$ cat src/rtl/core/cpf_pkg.sv
// cpf_pkg: shared widths, constants and register indexes of the current probe filter
// depends on nothing; imported by cpf_serial_div and current_probe_filter_trip_pwm

package cpf_pkg;

  // digit width of every serial datapath
  localparam int unsigned DIG_W = 4;

  // register and field widths
  localparam int unsigned GAIN_W = 24;
  localparam int unsigned OFS_W  = 20;
  localparam int unsigned PER_W  = 16;
  localparam int unsigned THR_W  = 19;
  localparam int unsigned CUR_W  = 20;
  localparam int unsigned ADDR_W = 4;
  localparam int unsigned OUT_W  = 40;

  // sample scaling: low part of the scaled sample handled digit by digit
  localparam int unsigned XL_W      = 12;
  localparam int unsigned XL_DIGITS = XL_W / DIG_W;

  // filter datapath
  localparam int unsigned FILT_W   = 24;
  localparam int unsigned SUM_W    = 28;
  localparam int unsigned MAG_W    = 27;
  localparam int unsigned FILT_DIV = 10;

  // compare datapath
  localparam int unsigned N_W         = 18;
  localparam int unsigned PMUL_W      = 20;
  localparam int unsigned PMUL_DIGITS = PMUL_W / DIG_W;
  localparam int unsigned PROD_W      = 36;
  localparam int unsigned SPAN_HALF   = 68000;
  localparam int unsigned SPAN_FULL   = 136000;

  // constant dividers
  localparam int unsigned DIV10_NUM_W = 24;
  localparam int unsigned DIV10_REM_W = 4;
  localparam int unsigned DIV2_NUM_W  = 20;
  localparam int unsigned DIV2_REM_W  = 18;

  localparam int unsigned CNT_W = 3;

  localparam int CUR_MIN = -524288;
  localparam int CUR_MAX = 524287;

  // register indexes (byte address / 4)
  localparam logic [1:0] REG_GAIN   = 2'd0;
  localparam logic [1:0] REG_OFFSET = 2'd1;
  localparam logic [1:0] REG_PERIOD = 2'd2;
  localparam logic [1:0] REG_THRESH = 2'd3;

endpackage

$ cat src/rtl/core/cpf_serial_div.sv
// cpf_serial_div: radix-16 restoring divider by a fixed constant, one digit per cycle
// depends on cpf_pkg (digit width)

module cpf_serial_div #(
  parameter int unsigned NumW    = 24,
  parameter int unsigned RemW    = 4,
  parameter int unsigned Divisor = 10
) (
  input  logic            clk_i,
  input  logic            rst_ni,
  input  logic            start_i,
  input  logic [NumW-1:0] num_i,
  input  logic [RemW-1:0] rem_i,
  output logic            done_o,
  output logic [NumW-1:0] quot_o
);
  import cpf_pkg::*;

  localparam int unsigned Digits = NumW / DIG_W;
  localparam int unsigned CntW   = $clog2(Digits + 1);
  localparam logic [RemW:0] DivC = (RemW + 1)'(Divisor);

  logic [NumW-1:0] shreg_q, shreg_d;
  logic [RemW-1:0] rem_q, rem_d;
  logic [CntW-1:0] cnt_q;
  logic            done_q;

  // dividend bits leave at the top, quotient bits enter at the bottom
  always_comb begin
    logic [RemW:0] trial;
    shreg_d = shreg_q;
    rem_d   = rem_q;
    for (int i = 0; i < int'(DIG_W); i++) begin
      trial   = {rem_d, shreg_d[NumW-1]};
      shreg_d = shreg_d << 1;
      if (trial >= DivC) begin
        trial      = trial - DivC;
        shreg_d[0] = 1'b1;
      end
      rem_d = trial[RemW-1:0];
    end
  end

  always_ff @(posedge clk_i or negedge rst_ni) begin
    if (!rst_ni) begin
      cnt_q  <= '0;
      done_q <= 1'b0;
    end else begin
      done_q <= 1'b0;
      if (start_i) begin
        cnt_q <= CntW'(Digits);
      end else if (cnt_q != '0) begin
        cnt_q  <= cnt_q - 1'b1;
        done_q <= (cnt_q == CntW'(1));
      end
    end
  end

  always_ff @(posedge clk_i) begin
    if (start_i) begin
      shreg_q <= num_i;
      rem_q   <= rem_i;
    end else if (cnt_q != '0) begin
      shreg_q <= shreg_d;
      rem_q   <= rem_d;
    end
  end

  assign done_o = done_q;
  assign quot_o = shreg_q;

endmodule

$ cat src/rtl/core/current_probe_filter_trip_pwm.sv
// current_probe_filter_trip_pwm: probe current scaling, 0.9/0.1 average, fire trip, pwm compare
// depends on cpf_pkg and cpf_serial_div
// a beat with run low goes straight to the output; with drive high the sample is scaled, offset
//   and saturated, then loads the filter if unloaded or is averaged in (divide by ten); every
//   running beat then maps the current through the compare multiply and divide; one item in
//   flight, next beat taken on return to idle while the finished beat waits in the output register
// reset: filter cleared and unloaded, registers at gain 0, offset 0, period 9999, threshold 64000

module current_probe_filter_trip_pwm #(
  parameter int unsigned ADC_BITS = 12,
  localparam int unsigned InW = ((ADC_BITS + 2 + 7) / 8) * 8
) (
  input  logic                        clk_i,
  input  logic                        rst_ni,
  // input stream
  input  logic                        s_axis_tvalid,
  output logic                        s_axis_tready,
  input  logic [InW-1:0]              s_axis_tdata,   // run_wave, drive, adc_sample
  // result stream
  output logic                        m_axis_tvalid,
  input  logic                        m_axis_tready,
  output logic [cpf_pkg::OUT_W-1:0]   m_axis_tdata,   // probe_current, scr_fire, duty_compare
  // configuration port
  input  logic                        psel,
  input  logic                        penable,
  input  logic                        pwrite,
  input  logic [cpf_pkg::ADDR_W-1:0]  paddr,
  input  logic [31:0]                 pwdata,
  output logic [31:0]                 prdata,
  output logic                        pready
);
  import cpf_pkg::*;

  // scaled sample x = 2*adc - full, split as xh*4096 + xl
  localparam int unsigned XW  = (ADC_BITS + 1 > XL_W + 1) ? ADC_BITS + 1 : XL_W + 1;
  localparam int unsigned XHW = XW - XL_W;
  localparam int unsigned AW  = (XW + 13 > GAIN_W + DIG_W + 1) ? XW + 13 : GAIN_W + DIG_W + 1;
  localparam logic [XW-1:0] FullC = XW'((1 << ADC_BITS) - 1);

  // sequencer states
  localparam logic [3:0] S_IDLE  = 4'd0;
  localparam logic [3:0] S_MUL   = 4'd1;
  localparam logic [3:0] S_MULH  = 4'd2;
  localparam logic [3:0] S_SAT   = 4'd3;
  localparam logic [3:0] S_ADD   = 4'd4;
  localparam logic [3:0] S_ABS   = 4'd5;
  localparam logic [3:0] S_DIV10 = 4'd6;
  localparam logic [3:0] S_CUR   = 4'd7;
  localparam logic [3:0] S_MUL2  = 4'd8;
  localparam logic [3:0] S_RND   = 4'd9;
  localparam logic [3:0] S_DIV2  = 4'd10;
  localparam logic [3:0] S_DONE  = 4'd11;

  // configuration registers
  logic signed [GAIN_W-1:0] gain_q;
  logic signed [OFS_W-1:0]  offset_q;
  logic [PER_W-1:0]         period_q;
  logic [THR_W-1:0]         thr_q;
  logic                     cfg_wr;
  logic [1:0]               cfg_idx;

  // control state
  logic [3:0]               state_q, state_d;
  logic [CNT_W-1:0]         dcnt_q, dcnt_d;
  logic                     loaded_q, loaded_d;
  logic signed [FILT_W-1:0] filt_q, filt_d;
  logic                     out_valid_q, out_valid_d;

  // datapath registers
  logic [XL_W-1:0]          xl_q, xl_d;
  logic signed [XHW-1:0]    xh_q, xh_d;
  logic signed [AW-1:0]     acc_q, acc_d;
  logic signed [SUM_W-1:0]  t9_q, t9_d;
  logic signed [CUR_W-1:0]  s_q, s_d;
  logic signed [SUM_W-1:0]  sum_q, sum_d;
  logic [CUR_W-1:0]         cur_q, cur_d;
  logic                     fire_q, fire_d;
  logic [N_W-1:0]           n_q, n_d;
  logic [PMUL_W-1:0]        pm_q, pm_d;
  logic [PROD_W-1:0]        acc2_q, acc2_d;
  logic [PER_W-1:0]         duty_q, duty_d;
  logic [OUT_W-1:0]         out_data_q, out_data_d;

  // input beat fields
  logic                     in_acc;
  logic                     in_run;
  logic                     in_drive;
  logic [ADC_BITS-1:0]      in_adc;
  logic [XW-1:0]            x_in;

  // arithmetic pieces
  logic signed [GAIN_W+DIG_W:0]  dig_prod;
  logic signed [AW-1:0]          acc_step;
  logic signed [XHW+GAIN_W-1:0]  hi_prod;
  logic signed [AW-1:0]          sat_in;
  logic signed [CUR_W-1:0]       s_sat;
  logic [SUM_W-1:0]              mag_full;
  logic [MAG_W-1:0]              mag;
  logic [CUR_W-1:0]              cur_new;
  logic signed [CUR_W:0]         nsum;
  logic [N_W+DIG_W-1:0]          np;
  logic [PROD_W-1:0]             rnd;

  // divider handshakes
  logic                     div10_start, div10_done;
  logic [DIV10_NUM_W-1:0]   div10_q;
  logic                     div2_start, div2_done;
  logic [DIV2_NUM_W-1:0]    div2_q;

  // ---------------------------------------------------------------------------
  // configuration port, writes land on the access cycle
  // ---------------------------------------------------------------------------
  assign pready  = 1'b1;
  assign cfg_wr  = psel & penable & pwrite;
  assign cfg_idx = paddr[ADDR_W-1:2];

  always_comb begin
    case (cfg_idx)
      REG_GAIN:   prdata = 32'(unsigned'(gain_q));
      REG_OFFSET: prdata = 32'(unsigned'(offset_q));
      REG_PERIOD: prdata = 32'(period_q);
      REG_THRESH: prdata = 32'(thr_q);
      default:    prdata = '0;
    endcase
  end

  // ---------------------------------------------------------------------------
  // input beat decode
  // ---------------------------------------------------------------------------
  assign s_axis_tready = (state_q == S_IDLE);
  assign in_acc        = s_axis_tvalid & s_axis_tready;
  assign in_run        = s_axis_tdata[0];
  assign in_drive      = s_axis_tdata[1];
  assign in_adc        = s_axis_tdata[ADC_BITS+1:2];
  assign x_in          = XW'({in_adc, 1'b0}) - FullC;

  // ---------------------------------------------------------------------------
  // sample scaling: floor(x*gain/4096) with the low 12 bits of x taken one
  // digit a cycle (accumulate and shift right), then the signed high part
  // ---------------------------------------------------------------------------
  assign dig_prod = gain_q * $signed({1'b0, xl_q[DIG_W-1:0]});
  assign acc_step = (acc_q + AW'(dig_prod)) >>> DIG_W;
  assign hi_prod  = xh_q * gain_q;

  // offset and saturation to the 20-bit current range
  assign sat_in = acc_q + AW'(offset_q);
  always_comb begin
    if (sat_in < AW'(CUR_MIN)) begin
      s_sat = CUR_W'(CUR_MIN);
    end else if (sat_in > AW'(CUR_MAX)) begin
      s_sat = CUR_W'(CUR_MAX);
    end else begin
      s_sat = sat_in[CUR_W-1:0];
    end
  end

  // magnitude plus half the divisor, for round-half-away division by ten
  assign mag_full = sum_q[SUM_W-1] ? (~sum_q + SUM_W'(6)) : (sum_q + SUM_W'(5));
  assign mag      = mag_full[MAG_W-1:0];

  // ---------------------------------------------------------------------------
  // compare mapping: n = clamp(cur + 68000), then (n*(period+1) + 68000)/136000
  // with the period digits fed msb first into the product
  // ---------------------------------------------------------------------------
  assign cur_new = loaded_q ? filt_q[FILT_W-1:4] : '0;
  assign nsum    = $signed({cur_new[CUR_W-1], cur_new}) + (CUR_W + 1)'(SPAN_HALF);
  assign np      = n_q * pm_q[PMUL_W-1 -: DIG_W];
  assign rnd     = acc2_q + PROD_W'(SPAN_HALF);

  // ---------------------------------------------------------------------------
  // sequencer
  // ---------------------------------------------------------------------------
  always_comb begin
    state_d     = state_q;
    dcnt_d      = dcnt_q;
    loaded_d    = loaded_q;
    filt_d      = filt_q;
    xl_d        = xl_q;
    xh_d        = xh_q;
    acc_d       = acc_q;
    t9_d        = t9_q;
    s_d         = s_q;
    sum_d       = sum_q;
    cur_d       = cur_q;
    fire_d      = fire_q;
    n_d         = n_q;
    pm_d        = pm_q;
    acc2_d      = acc2_q;
    duty_d      = duty_q;
    out_valid_d = out_valid_q & ~m_axis_tready;
    out_data_d  = out_data_q;
    div10_start = 1'b0;
    div2_start  = 1'b0;

    case (state_q)
      S_IDLE: begin
        if (in_acc) begin
          xl_d  = x_in[XL_W-1:0];
          xh_d  = x_in[XW-1:XL_W];
          acc_d = '0;
          if (!in_run) begin
            // waveform stopped: clear the filter, all-zero result
            loaded_d = 1'b0;
            filt_d   = '0;
            cur_d    = '0;
            fire_d   = 1'b0;
            duty_d   = '0;
            state_d  = S_DONE;
          end else if (in_drive) begin
            dcnt_d  = CNT_W'(XL_DIGITS - 1);
            state_d = S_MUL;
          end else begin
            state_d = S_CUR;
          end
        end
      end
      S_MUL: begin
        acc_d = acc_step;
        xl_d  = xl_q >> DIG_W;
        if (dcnt_q == '0) begin
          state_d = S_MULH;
        end else begin
          dcnt_d = dcnt_q - 1'b1;
        end
      end
      S_MULH: begin
        acc_d   = acc_q + AW'(hi_prod);
        t9_d    = (SUM_W'(filt_q) <<< 3) + SUM_W'(filt_q);
        state_d = S_SAT;
      end
      S_SAT: begin
        s_d = s_sat;
        if (!loaded_q) begin
          // first sample after start loads the filter directly
          filt_d   = {s_sat, 4'b0000};
          loaded_d = 1'b1;
          state_d  = S_CUR;
        end else begin
          state_d = S_ADD;
        end
      end
      S_ADD: begin
        sum_d   = t9_q + (SUM_W'(s_q) <<< 4);
        state_d = S_ABS;
      end
      S_ABS: begin
        div10_start = 1'b1;
        state_d     = S_DIV10;
      end
      S_DIV10: begin
        if (div10_done) begin
          filt_d  = sum_q[SUM_W-1] ? (FILT_W'(0) - div10_q) : div10_q;
          state_d = S_CUR;
        end
      end
      S_CUR: begin
        cur_d  = cur_new;
        fire_d = $signed({cur_new[CUR_W-1], cur_new}) > $signed((CUR_W + 1)'(thr_q));
        if (nsum[CUR_W]) begin
          n_d = '0;
        end else if (nsum > (CUR_W + 1)'(SPAN_FULL)) begin
          n_d = N_W'(SPAN_FULL);
        end else begin
          n_d = nsum[N_W-1:0];
        end
        pm_d    = PMUL_W'(period_q) + 1'b1;
        acc2_d  = '0;
        dcnt_d  = CNT_W'(PMUL_DIGITS - 1);
        state_d = S_MUL2;
      end
      S_MUL2: begin
        acc2_d = (acc2_q << DIG_W) + PROD_W'(np);
        pm_d   = pm_q << DIG_W;
        if (dcnt_q == '0) begin
          state_d = S_RND;
        end else begin
          dcnt_d = dcnt_q - 1'b1;
        end
      end
      S_RND: begin
        div2_start = 1'b1;
        state_d    = S_DIV2;
      end
      S_DIV2: begin
        if (div2_done) begin
          duty_d  = (div2_q > PMUL_W'(period_q)) ? period_q : div2_q[PER_W-1:0];
          state_d = S_DONE;
        end
      end
      S_DONE: begin
        // hand over once the output register is free or draining this cycle
        if (!out_valid_q || m_axis_tready) begin
          out_valid_d = 1'b1;
          out_data_d  = OUT_W'({duty_q, fire_q, cur_q});
          state_d     = S_IDLE;
        end
      end
      default: begin
        state_d = S_IDLE;
      end
    endcase
  end

  // ---------------------------------------------------------------------------
  // constant dividers
  // ---------------------------------------------------------------------------
  cpf_serial_div #(
    .NumW    (DIV10_NUM_W),
    .RemW    (DIV10_REM_W),
    .Divisor (FILT_DIV)
  ) u_div10 (
    .clk_i   (clk_i),
    .rst_ni  (rst_ni),
    .start_i (div10_start),
    .num_i   (mag[DIV10_NUM_W-1:0]),
    .rem_i   (DIV10_REM_W'(mag[MAG_W-1:DIV10_NUM_W])),
    .done_o  (div10_done),
    .quot_o  (div10_q)
  );

  cpf_serial_div #(
    .NumW    (DIV2_NUM_W),
    .RemW    (DIV2_REM_W),
    .Divisor (SPAN_FULL)
  ) u_div2 (
    .clk_i   (clk_i),
    .rst_ni  (rst_ni),
    .start_i (div2_start),
    .num_i   (rnd[DIV2_NUM_W-1:0]),
    .rem_i   (DIV2_REM_W'(rnd[PROD_W-1:DIV2_NUM_W])),
    .done_o  (div2_done),
    .quot_o  (div2_q)
  );

  // ---------------------------------------------------------------------------
  // registers
  // ---------------------------------------------------------------------------
  always_ff @(posedge clk_i or negedge rst_ni) begin
    if (!rst_ni) begin
      gain_q      <= '0;
      offset_q    <= '0;
      period_q    <= PER_W'(9999);
      thr_q       <= THR_W'(64000);
      state_q     <= S_IDLE;
      dcnt_q      <= '0;
      loaded_q    <= 1'b0;
      filt_q      <= '0;
      out_valid_q <= 1'b0;
    end else begin
      if (cfg_wr) begin
        case (cfg_idx)
          REG_GAIN:   gain_q   <= pwdata[GAIN_W-1:0];
          REG_OFFSET: offset_q <= pwdata[OFS_W-1:0];
          REG_PERIOD: period_q <= pwdata[PER_W-1:0];
          REG_THRESH: thr_q    <= pwdata[THR_W-1:0];
          default:    ;
        endcase
      end
      state_q     <= state_d;
      dcnt_q      <= dcnt_d;
      loaded_q    <= loaded_d;
      filt_q      <= filt_d;
      out_valid_q <= out_valid_d;
    end
  end

  always_ff @(posedge clk_i) begin
    xl_q       <= xl_d;
    xh_q       <= xh_d;
    acc_q      <= acc_d;
    t9_q       <= t9_d;
    s_q        <= s_d;
    sum_q      <= sum_d;
    cur_q      <= cur_d;
    fire_q     <= fire_d;
    n_q        <= n_d;
    pm_q       <= pm_d;
    acc2_q     <= acc2_d;
    duty_q     <= duty_d;
    out_data_q <= out_data_d;
  end

  assign m_axis_tvalid = out_valid_q;
  assign m_axis_tdata  = out_data_q;

  // ---------------------------------------------------------------------------
  // assertions
  // ---------------------------------------------------------------------------
  // divider results only arrive while the sequencer waits for them
  a_div10_done_in_wait : assert property (@(posedge clk_i) disable iff (!rst_ni)
    div10_done |-> (state_q == S_DIV10))
    else $error("divide by ten finished outside its wait state");

  a_div2_done_in_wait : assert property (@(posedge clk_i) disable iff (!rst_ni)
    div2_done |-> (state_q == S_DIV2))
    else $error("compare divide finished outside its wait state");

  // an unloaded filter always reports zero current
  a_unloaded_zero : assert property (@(posedge clk_i) disable iff (!rst_ni)
    ((state_q == S_DONE) && !loaded_q) |-> (cur_q == '0))
    else $error("nonzero current reported from an unloaded filter");

  // a beat handed to the output register is visible the next cycle
  a_out_load : assert property (@(posedge clk_i) disable iff (!rst_ni)
    ((state_q == S_DONE) && (!out_valid_q || m_axis_tready)) |=> m_axis_tvalid)
    else $error("finished beat not presented on the result stream");

endmodule
$ cat config.mk
export PLATFORM = sky130hd
export DESIGN_NAME = current_probe_filter_trip_pwm
export DESIGN_NICKNAME = d
export VERILOG_FILES = /design/src/rtl/core/cpf_pkg.sv /design/src/rtl/core/cpf_serial_div.sv /design/src/rtl/core/current_probe_filter_trip_pwm.sv
export SDC_FILE = /design/constraint.sdc
export NUM_CORES = 2
export LEC_CHECK = 0
export BUFFER_PORTS_ARGS = -buffer_cell sky130_fd_sc_hd__buf_2
export CORE_MARGIN = 5
export CORE_UTILIZATION = 60
export CTS_BUF_LIST = sky130_fd_sc_hd__clkbuf_8 sky130_fd_sc_hd__clkbuf_16
export DETAILED_ROUTE_END_ITERATION = 6
export PLACE_DENSITY = 0.88
export SYNTH_ARGS = -nofsm -noshare
export SYNTH_HDL_FRONTEND = slang
export SYNTH_SLANG_ARGS = --single-unit
$ cat constraint.sdc
create_clock -name clk_i -period 19.1 [get_ports clk_i]
set_clock_uncertainty 0.2 [all_clocks]
set_input_delay 1.91 -clock clk_i [delete_from_list [all_inputs] [get_ports clk_i]]
set_output_delay 1.91 -clock clk_i [all_outputs]
set_load 0.03 [all_outputs]
* Word level (Yosys, flattened, before mapping)
Cells that the tools add are included.
Operators by class: $lt $le $gt $ge 13, $mul 3, equal/unequal tests 27, add/sub/neg operators 24, multiplexer cells 81, bitwise logic cells 6, reduce and logical (&&, ||, !) cells 33
Operators with widths (count):
- 24-bit two-way mux | 7
- 20-bit two-way mux | 7
- 32-bit case mux with 4 select lines | 1
- 16-bit two-way mux | 6
- 18-bit two-way mux | 5
- 29-bit case mux with 3 select lines | 1
- 20-bit case mux with 2 select lines | 2
- 19-bit by 18-bit >= comparator with 1-bit output (second input constant) | 4
- 24-bit case mux with 3 select lines | 1
- 36-bit case mux with 2 select lines | 1
- 18-bit subtractor (second input constant) | 4
- 27-bit by 4-bit adder with 27-bit output (second input constant) | 2
- 4-bit case mux with 12 select lines | 1
- 4-bit two-way mux | 11
- 36-bit by 17-bit adder with 36-bit output (second input constant) | 1
- 36-bit by 22-bit adder with 36-bit output | 1
- 3-bit two-way mux | 11
- 16-bit case mux with 2 select lines | 1
- 29-bit by 20-bit adder with 29-bit output | 1
- 29-bit by 25-bit adder with 29-bit output | 1
- 29-bit adder | 1
- 29-bit by 20-bit > comparator with 1-bit output (second input constant) | 1
- 29-bit by 20-bit < comparator with 1-bit output (second input constant) | 1
- 24-bit by 5-bit multiplier with 29-bit output | 1
- other kinds (47) | 114
Storage, ports and cells: register bits 452, logic and storage cells 220

* Depth between registers and ports, before layout
word-level depth 10, gate-level depth with buffers 29

* Modules after synthesis
A second synthesis with hierarchy kept.
Unflattened totals: cell total of the unflattened synthesis 3590, area total of the unflattened synthesis 35350.2 µm²
Modules (own cells, without submodules):
- current_probe_filter_trip_pwm | times used 1, sequential area each 10807.9 µm², cells an instance 2992, area each 29366.9 µm²
- cpf_serial_div (u_div2) | times used 1, sequential area each 1241.2 µm², cells an instance 429, area each 3902.5 µm²
- cpf_serial_div (u_div10) | times used 1, sequential area each 940.9 µm², cells an instance 169, area each 2080.7 µm²

* Least setup slack after synthesis
Ideal clock, no wire load.
path type register to register, start register u_div2.rem_q[5], end register u_div2.rem_q[10] (data pin), arrival time 5.895 ns, path slack 12.744 ns, library setup time 0.261 ns, required time 18.639 ns, cell stages (with the launch flop) 29, path through edfxtp_1 -> clkbuf_1 -> inv_1 -> ha_1 -> and3b_1 -> clkbuf_1 -> o31ai_1 -> o32a_1 -> nor2_1 -> o31ai_1 -> nor3_2 -> a21oi_1 -> buf_2 -> nor2_1 -> nor2_1 -> ha_1 -> buf_1 -> nand2b_1 -> a311oi_1 -> a31oi_1 -> nand2_1 -> or2_2 -> mux2i_1 -> and4bb_1 -> a41oi_2 -> o2111ai_2 -> a22oi_2 -> nor4_1 -> a311o_1
On the way: cells in the longest elaborated chain, start to end 10, elaborated cells between the ends (all ways) 14, those cells by class add/sub (4); order compare (4); mux (6)
RTL lines:
- start, declared | line cpf_serial_div.sv:24 | logic [RemW-1:0] rem_q, rem_d;
- start signal, assigned | line cpf_serial_div.sv:62 | rem_q <= rem_i;
- start signal, assigned | line cpf_serial_div.sv:65 | rem_q <= rem_d;
- 18-bit subtractor or 19-bit by 18-bit >= comparator with 1-bit output (tied branches) | line cpf_serial_div.sv:37, cpf_serial_div.sv:36
- 18-bit two-way mux (*) | line cpf_serial_div.sv:36 | if (trial >= DivC) begin
- 18-bit subtractor or 19-bit by 18-bit >= comparator with 1-bit output (tied branches) | line cpf_serial_div.sv:37, cpf_serial_div.sv:36
- 18-bit two-way mux (*) | line cpf_serial_div.sv:36
- 18-bit subtractor or 19-bit by 18-bit >= comparator with 1-bit output (tied branches) | line cpf_serial_div.sv:37, cpf_serial_div.sv:36
- 18-bit two-way mux (*) | line cpf_serial_div.sv:36
- 18-bit subtractor or 19-bit by 18-bit >= comparator with 1-bit output (tied branches) | line cpf_serial_div.sv:37, cpf_serial_div.sv:36
- 18-bit two-way mux (*) | line cpf_serial_div.sv:36
- 16-bit two-way mux (*) | line cpf_serial_div.sv:63 | end else if (cnt_q != '0) begin
- 16-bit two-way mux (*) | line cpf_serial_div.sv:60 | if (start_i) begin
Every way passes the cells marked *; elsewhere a longest branch is shown, timed or not. The select of a mux whose other input is x is not followed. A chain may end at the register's enable or synchronous reset.

* Worst setup path after layout
start register u_div2.rem_q[5], end register u_div2.rem_q[8] (data pin)
On the way: cells in the longest elaborated chain, start to end 10, elaborated cells between the ends (all ways) 14, those cells by class add/sub (4); order compare (4); mux (6)
RTL lines (line):
- 18-bit subtractor or 19-bit by 18-bit >= comparator with 1-bit output (tied branches) | cpf_serial_div.sv:37, cpf_serial_div.sv:36
- 18-bit two-way mux (*) | cpf_serial_div.sv:36
- 18-bit subtractor or 19-bit by 18-bit >= comparator with 1-bit output (tied branches) | cpf_serial_div.sv:37, cpf_serial_div.sv:36
- 18-bit two-way mux (*) | cpf_serial_div.sv:36
- 19-bit by 18-bit >= comparator with 1-bit output or 18-bit subtractor (tied branches) | cpf_serial_div.sv:36, cpf_serial_div.sv:37
- 18-bit two-way mux (*) | cpf_serial_div.sv:36
- 18-bit subtractor or 19-bit by 18-bit >= comparator with 1-bit output (tied branches) | cpf_serial_div.sv:37, cpf_serial_div.sv:36
- 18-bit two-way mux (*) | cpf_serial_div.sv:36
- 16-bit two-way mux (*) | cpf_serial_div.sv:63
- 16-bit two-way mux (*) | cpf_serial_div.sv:60
Marks and branches as above.

==> run_results.csv <==
group,metric,value,unit
run_status,outcome,"finished, final reports clean",
clock_tree,insertion_delay,0.62,ns
timing,drv_slew,0,
placed_design,routabilityCongestion,0.9602,
setup_path,criticalPathCategory,"reg2reg",
setup_path,start_kind,"register",
detailed_routing,ant_nets,0,
floorplanning,die-area,0.06288,mm^2
clock_tree,post_cts_buffers,0,
worst_hold_path,hold_path_class,"reg2reg",
timing,finalCriticalPeriod,7.711,ns
detailed_routing,drt-met1-wl,35.65,mm
timing,max_freq,0.1297,GHz
clock_tree,cts_resized,0,
detailed_routing,dr_total_vias,27950,
synthesis,avgSynthCellArea,9.564,um^2
synthesis,synth_flop_cell,"edfxtp_1",
placed_design,post-dp-hpwl,67.54,mm
global_route,grt_start_max_net_pins,69,
final_layout,area_growth_syn_to_layout,7.980,%
detailed_routing,dr.pass1.iters,7,
timing,slew_headroom,18.99,%
timing,final.setup.tns,0,ns
final_layout,final_nets,4134,
detailed_routing,wl_met3,9.284,mm
synthesis,async_reset_ff_share,26.55,%
setup_path,end_kind,"register",
global_route,first_global_vias,27460,
detailed_routing,wire_per_inst,20.15,um
clock_tree,holdBufCountCts,0,
timing,tightest_slew,1.215,ns
clock_tree,cts-root-buf,"clkbuf_16",
timing,fin_crit_sh,40.37,%
detailed_routing,drt_iter0_markers,3358,
floorplanning,start_util,60.39,%
setup_path,worstPathMaxFanout,12,
global_route,globalRouteOverflowTotal,0,
floorplanning,die_h,250.8,um
synthesis,yosysWarningCount,0,
timing,grt_setup_unrepaired,"false",
synthesis,synth-edff-count,329,
synthesis,ys_types,113,
flow_run,drv_cap,0,
detailed_routing,wl_met2,42.28,mm
global_route,antenna_found_initial,5,
clock_tree,clkTransAtPathRegs,0.06,ns
synthesis,synth_top_area_cell,"edfxtp_1",
floorplanning,fp.dieW,250.8,um
clock_tree,cts_max_level,2,
global_route,grt_pass1_wl,144.9,mm
timing,fin_ws,11.39,ns
setup_path,worstPathRequired,19.25,ns
clock_tree,clock_sinks,452,
floorplanning,core_area,0.05759,mm^2
synthesis,yosysMostFrequentCell,"nand2_1",
placed_design,portBuffers,109,
setup_path,reg2reg_slack,11.39,ns
synthesis,ys_seq_area_share,37.27,%
synthesis,synthCells,3636,
detailed_routing,drc_errors,0,
synthesis,synth_seq_cells,452,
synthesis,synth_commonest_cells,"nand2_1, inv_1, edfxtp_1",
final_layout,drive_above_1_share,9.791,%
synthesis,synth_area_leaders,"edfxtp_1, ha_1, dfrtp_1, fa_1, xnor2_1",
clock_tree,cts_tree,"yes",
global_route,grt.total_usage,28.25,%
setup_path,worstPathArrival,7.86,ns
floorplanning,row_count,88,
synthesis,synth.top_cell.area_share,28.41,%
clock_tree,cts_buffers,46,
synthesis,synth_area,0.03478,mm^2
detailed_routing,drt-total-wl,90.79,mm
timing,setup_viol,0,
timing,hold_viol_final,0,
placed_design,pre_cts_ws,11.54,ns
floorplanning,pin_count,134,
detailed_routing,avgViaCountPerCell,6.202,
clock_tree,clockBufferDepth,3,
detailed_routing,dr.max_layer_used,"met5",
[worst max-delay path, cell delays in order (launching register included)]
cell and delay [ns]:
edfxtp_1 0.60, inv_1 0.22, ha_1 0.30, and3b_1 0.29
o31ai_1 0.50, o32a_1 0.31, nor2_1 0.08, o31ai_1 0.53
nor3_2 0.23, a21oi_1 0.19, buf_4 0.22, nor2_1 0.06
nor2_1 0.19, ha_1 0.18, nor4b_1 0.36, o211ai_1 0.28
or2_2 0.38, a2111oi_1 0.47, and4bb_1 0.33, a41oi_2 0.22
o2111ai_2 0.22, a22oi_2 0.59, nor4_1 0.11, nor3_1 0.41
[cells by family (layout without fill, tap and decap cells)]
family	count (synthesis)	in the layout	synth area share, %
compound gates	750	750	13.97
xor+xnor	275	275	6.969
fa+ha+maj	376	376	16.28
buf+inv	478	570	5.393
flops	452	452	37.27
mux	104	104	3.774
other cells	2	15	0.02160
simple gates	1199	1199	16.32
[sequential cells by signal, summed over array words and instances, names as in the netlist, 16 cells and up]
name / cells
acc2_q: 36
acc_q: 29
cur_q: 20
duty_q: 16
filt_q: 24
gain_q: 24
m_axis_tdata: 37
n_q: 18
offset_q: 20
period_q: 16
pm_q: 20
s_q: 20
sum_q: 28
t9_q: 28
thr_q: 19
u_div10.quot_o: 24
u_div2.quot_o: 20
u_div2.rem_q: 18
[per-layer routing]
layer | vias to the layer above | global-route usage (%)
met4 | 2 | 10.77
met5 | - | 0
met1 | 13390 | 38.21
met2 | 1471 | 45.42
met3 | 267 | 5.804
li1 | 12820 | -
[stage by stage]
step	hold WS [ns]	instances	util (%)	area [um^2]
after floorplan	0.2003	3646	-	34810
after global placement	0.2008	4417	62.54	36010
after detailed placement	0.2045	4417	62.54	36010
after CTS	0.2108	4503	65.20	37540
after global routing	0.2312	4503	65.20	37540
final	0.2150	4506	65.21	37550
[path summary, 6_finish.rpt]
check / startpoint / cells after the start / to
min in group asynchronous: rst_ni / 1 / gain_q[23]
setup reg to reg: u_div2.rem_q[5] / 23 / u_div2.rem_q[8]
hold / removal: t9_q[0] / 0 / sum_q[0]
max in group asynchronous: rst_ni / 2 / u_div2.cnt_q[1]
hold reg to reg: t9_q[0] / 0 / sum_q[0]
setup / recovery: u_div2.rem_q[5] / 23 / u_div2.rem_q[8]
[area by class of cell]
type / count / area (um^2)
diodes: 3 / 7.507
clock buffers: 46 / 1151
clock inverters: 40 / 377.9
fillers: 4205 / 20030
inverters: 345 / 1295
multi-input cells: 2716 / 20030
flip-flops and latches: 452 / 12960
well taps: 765 / 957.2
repair buffers: 139 / 773.2
[placed cells by master (no fill, tap or decap), types with 32 or more instances in the layout]
master     Yosys  layout
ha_1         247     247
nor3_1        66      64
or3_1         32      32
nand3_1       62      62
edfxtp_1     329     329
nand2b_1      34      34
and2_1       106     106
o21ai_0      228     228
mux2_2        53      53
mux2i_1       34      34
fa_1         128     128
a21o_1        43      43
nor2_1       307     305
inv_1        344     355
nor2b_1       47      46
nand2_1      412     410
dfrtp_1      106     106
xnor2_1      183     183
a21oi_1      172     170
clkbuf_16      0      46
xor2_1        90      90
buf_2          5     108
Power is left out: the tool's default activity adds up to more than one toggle a clock period on the data nets, which glitch-free logic cannot reach.
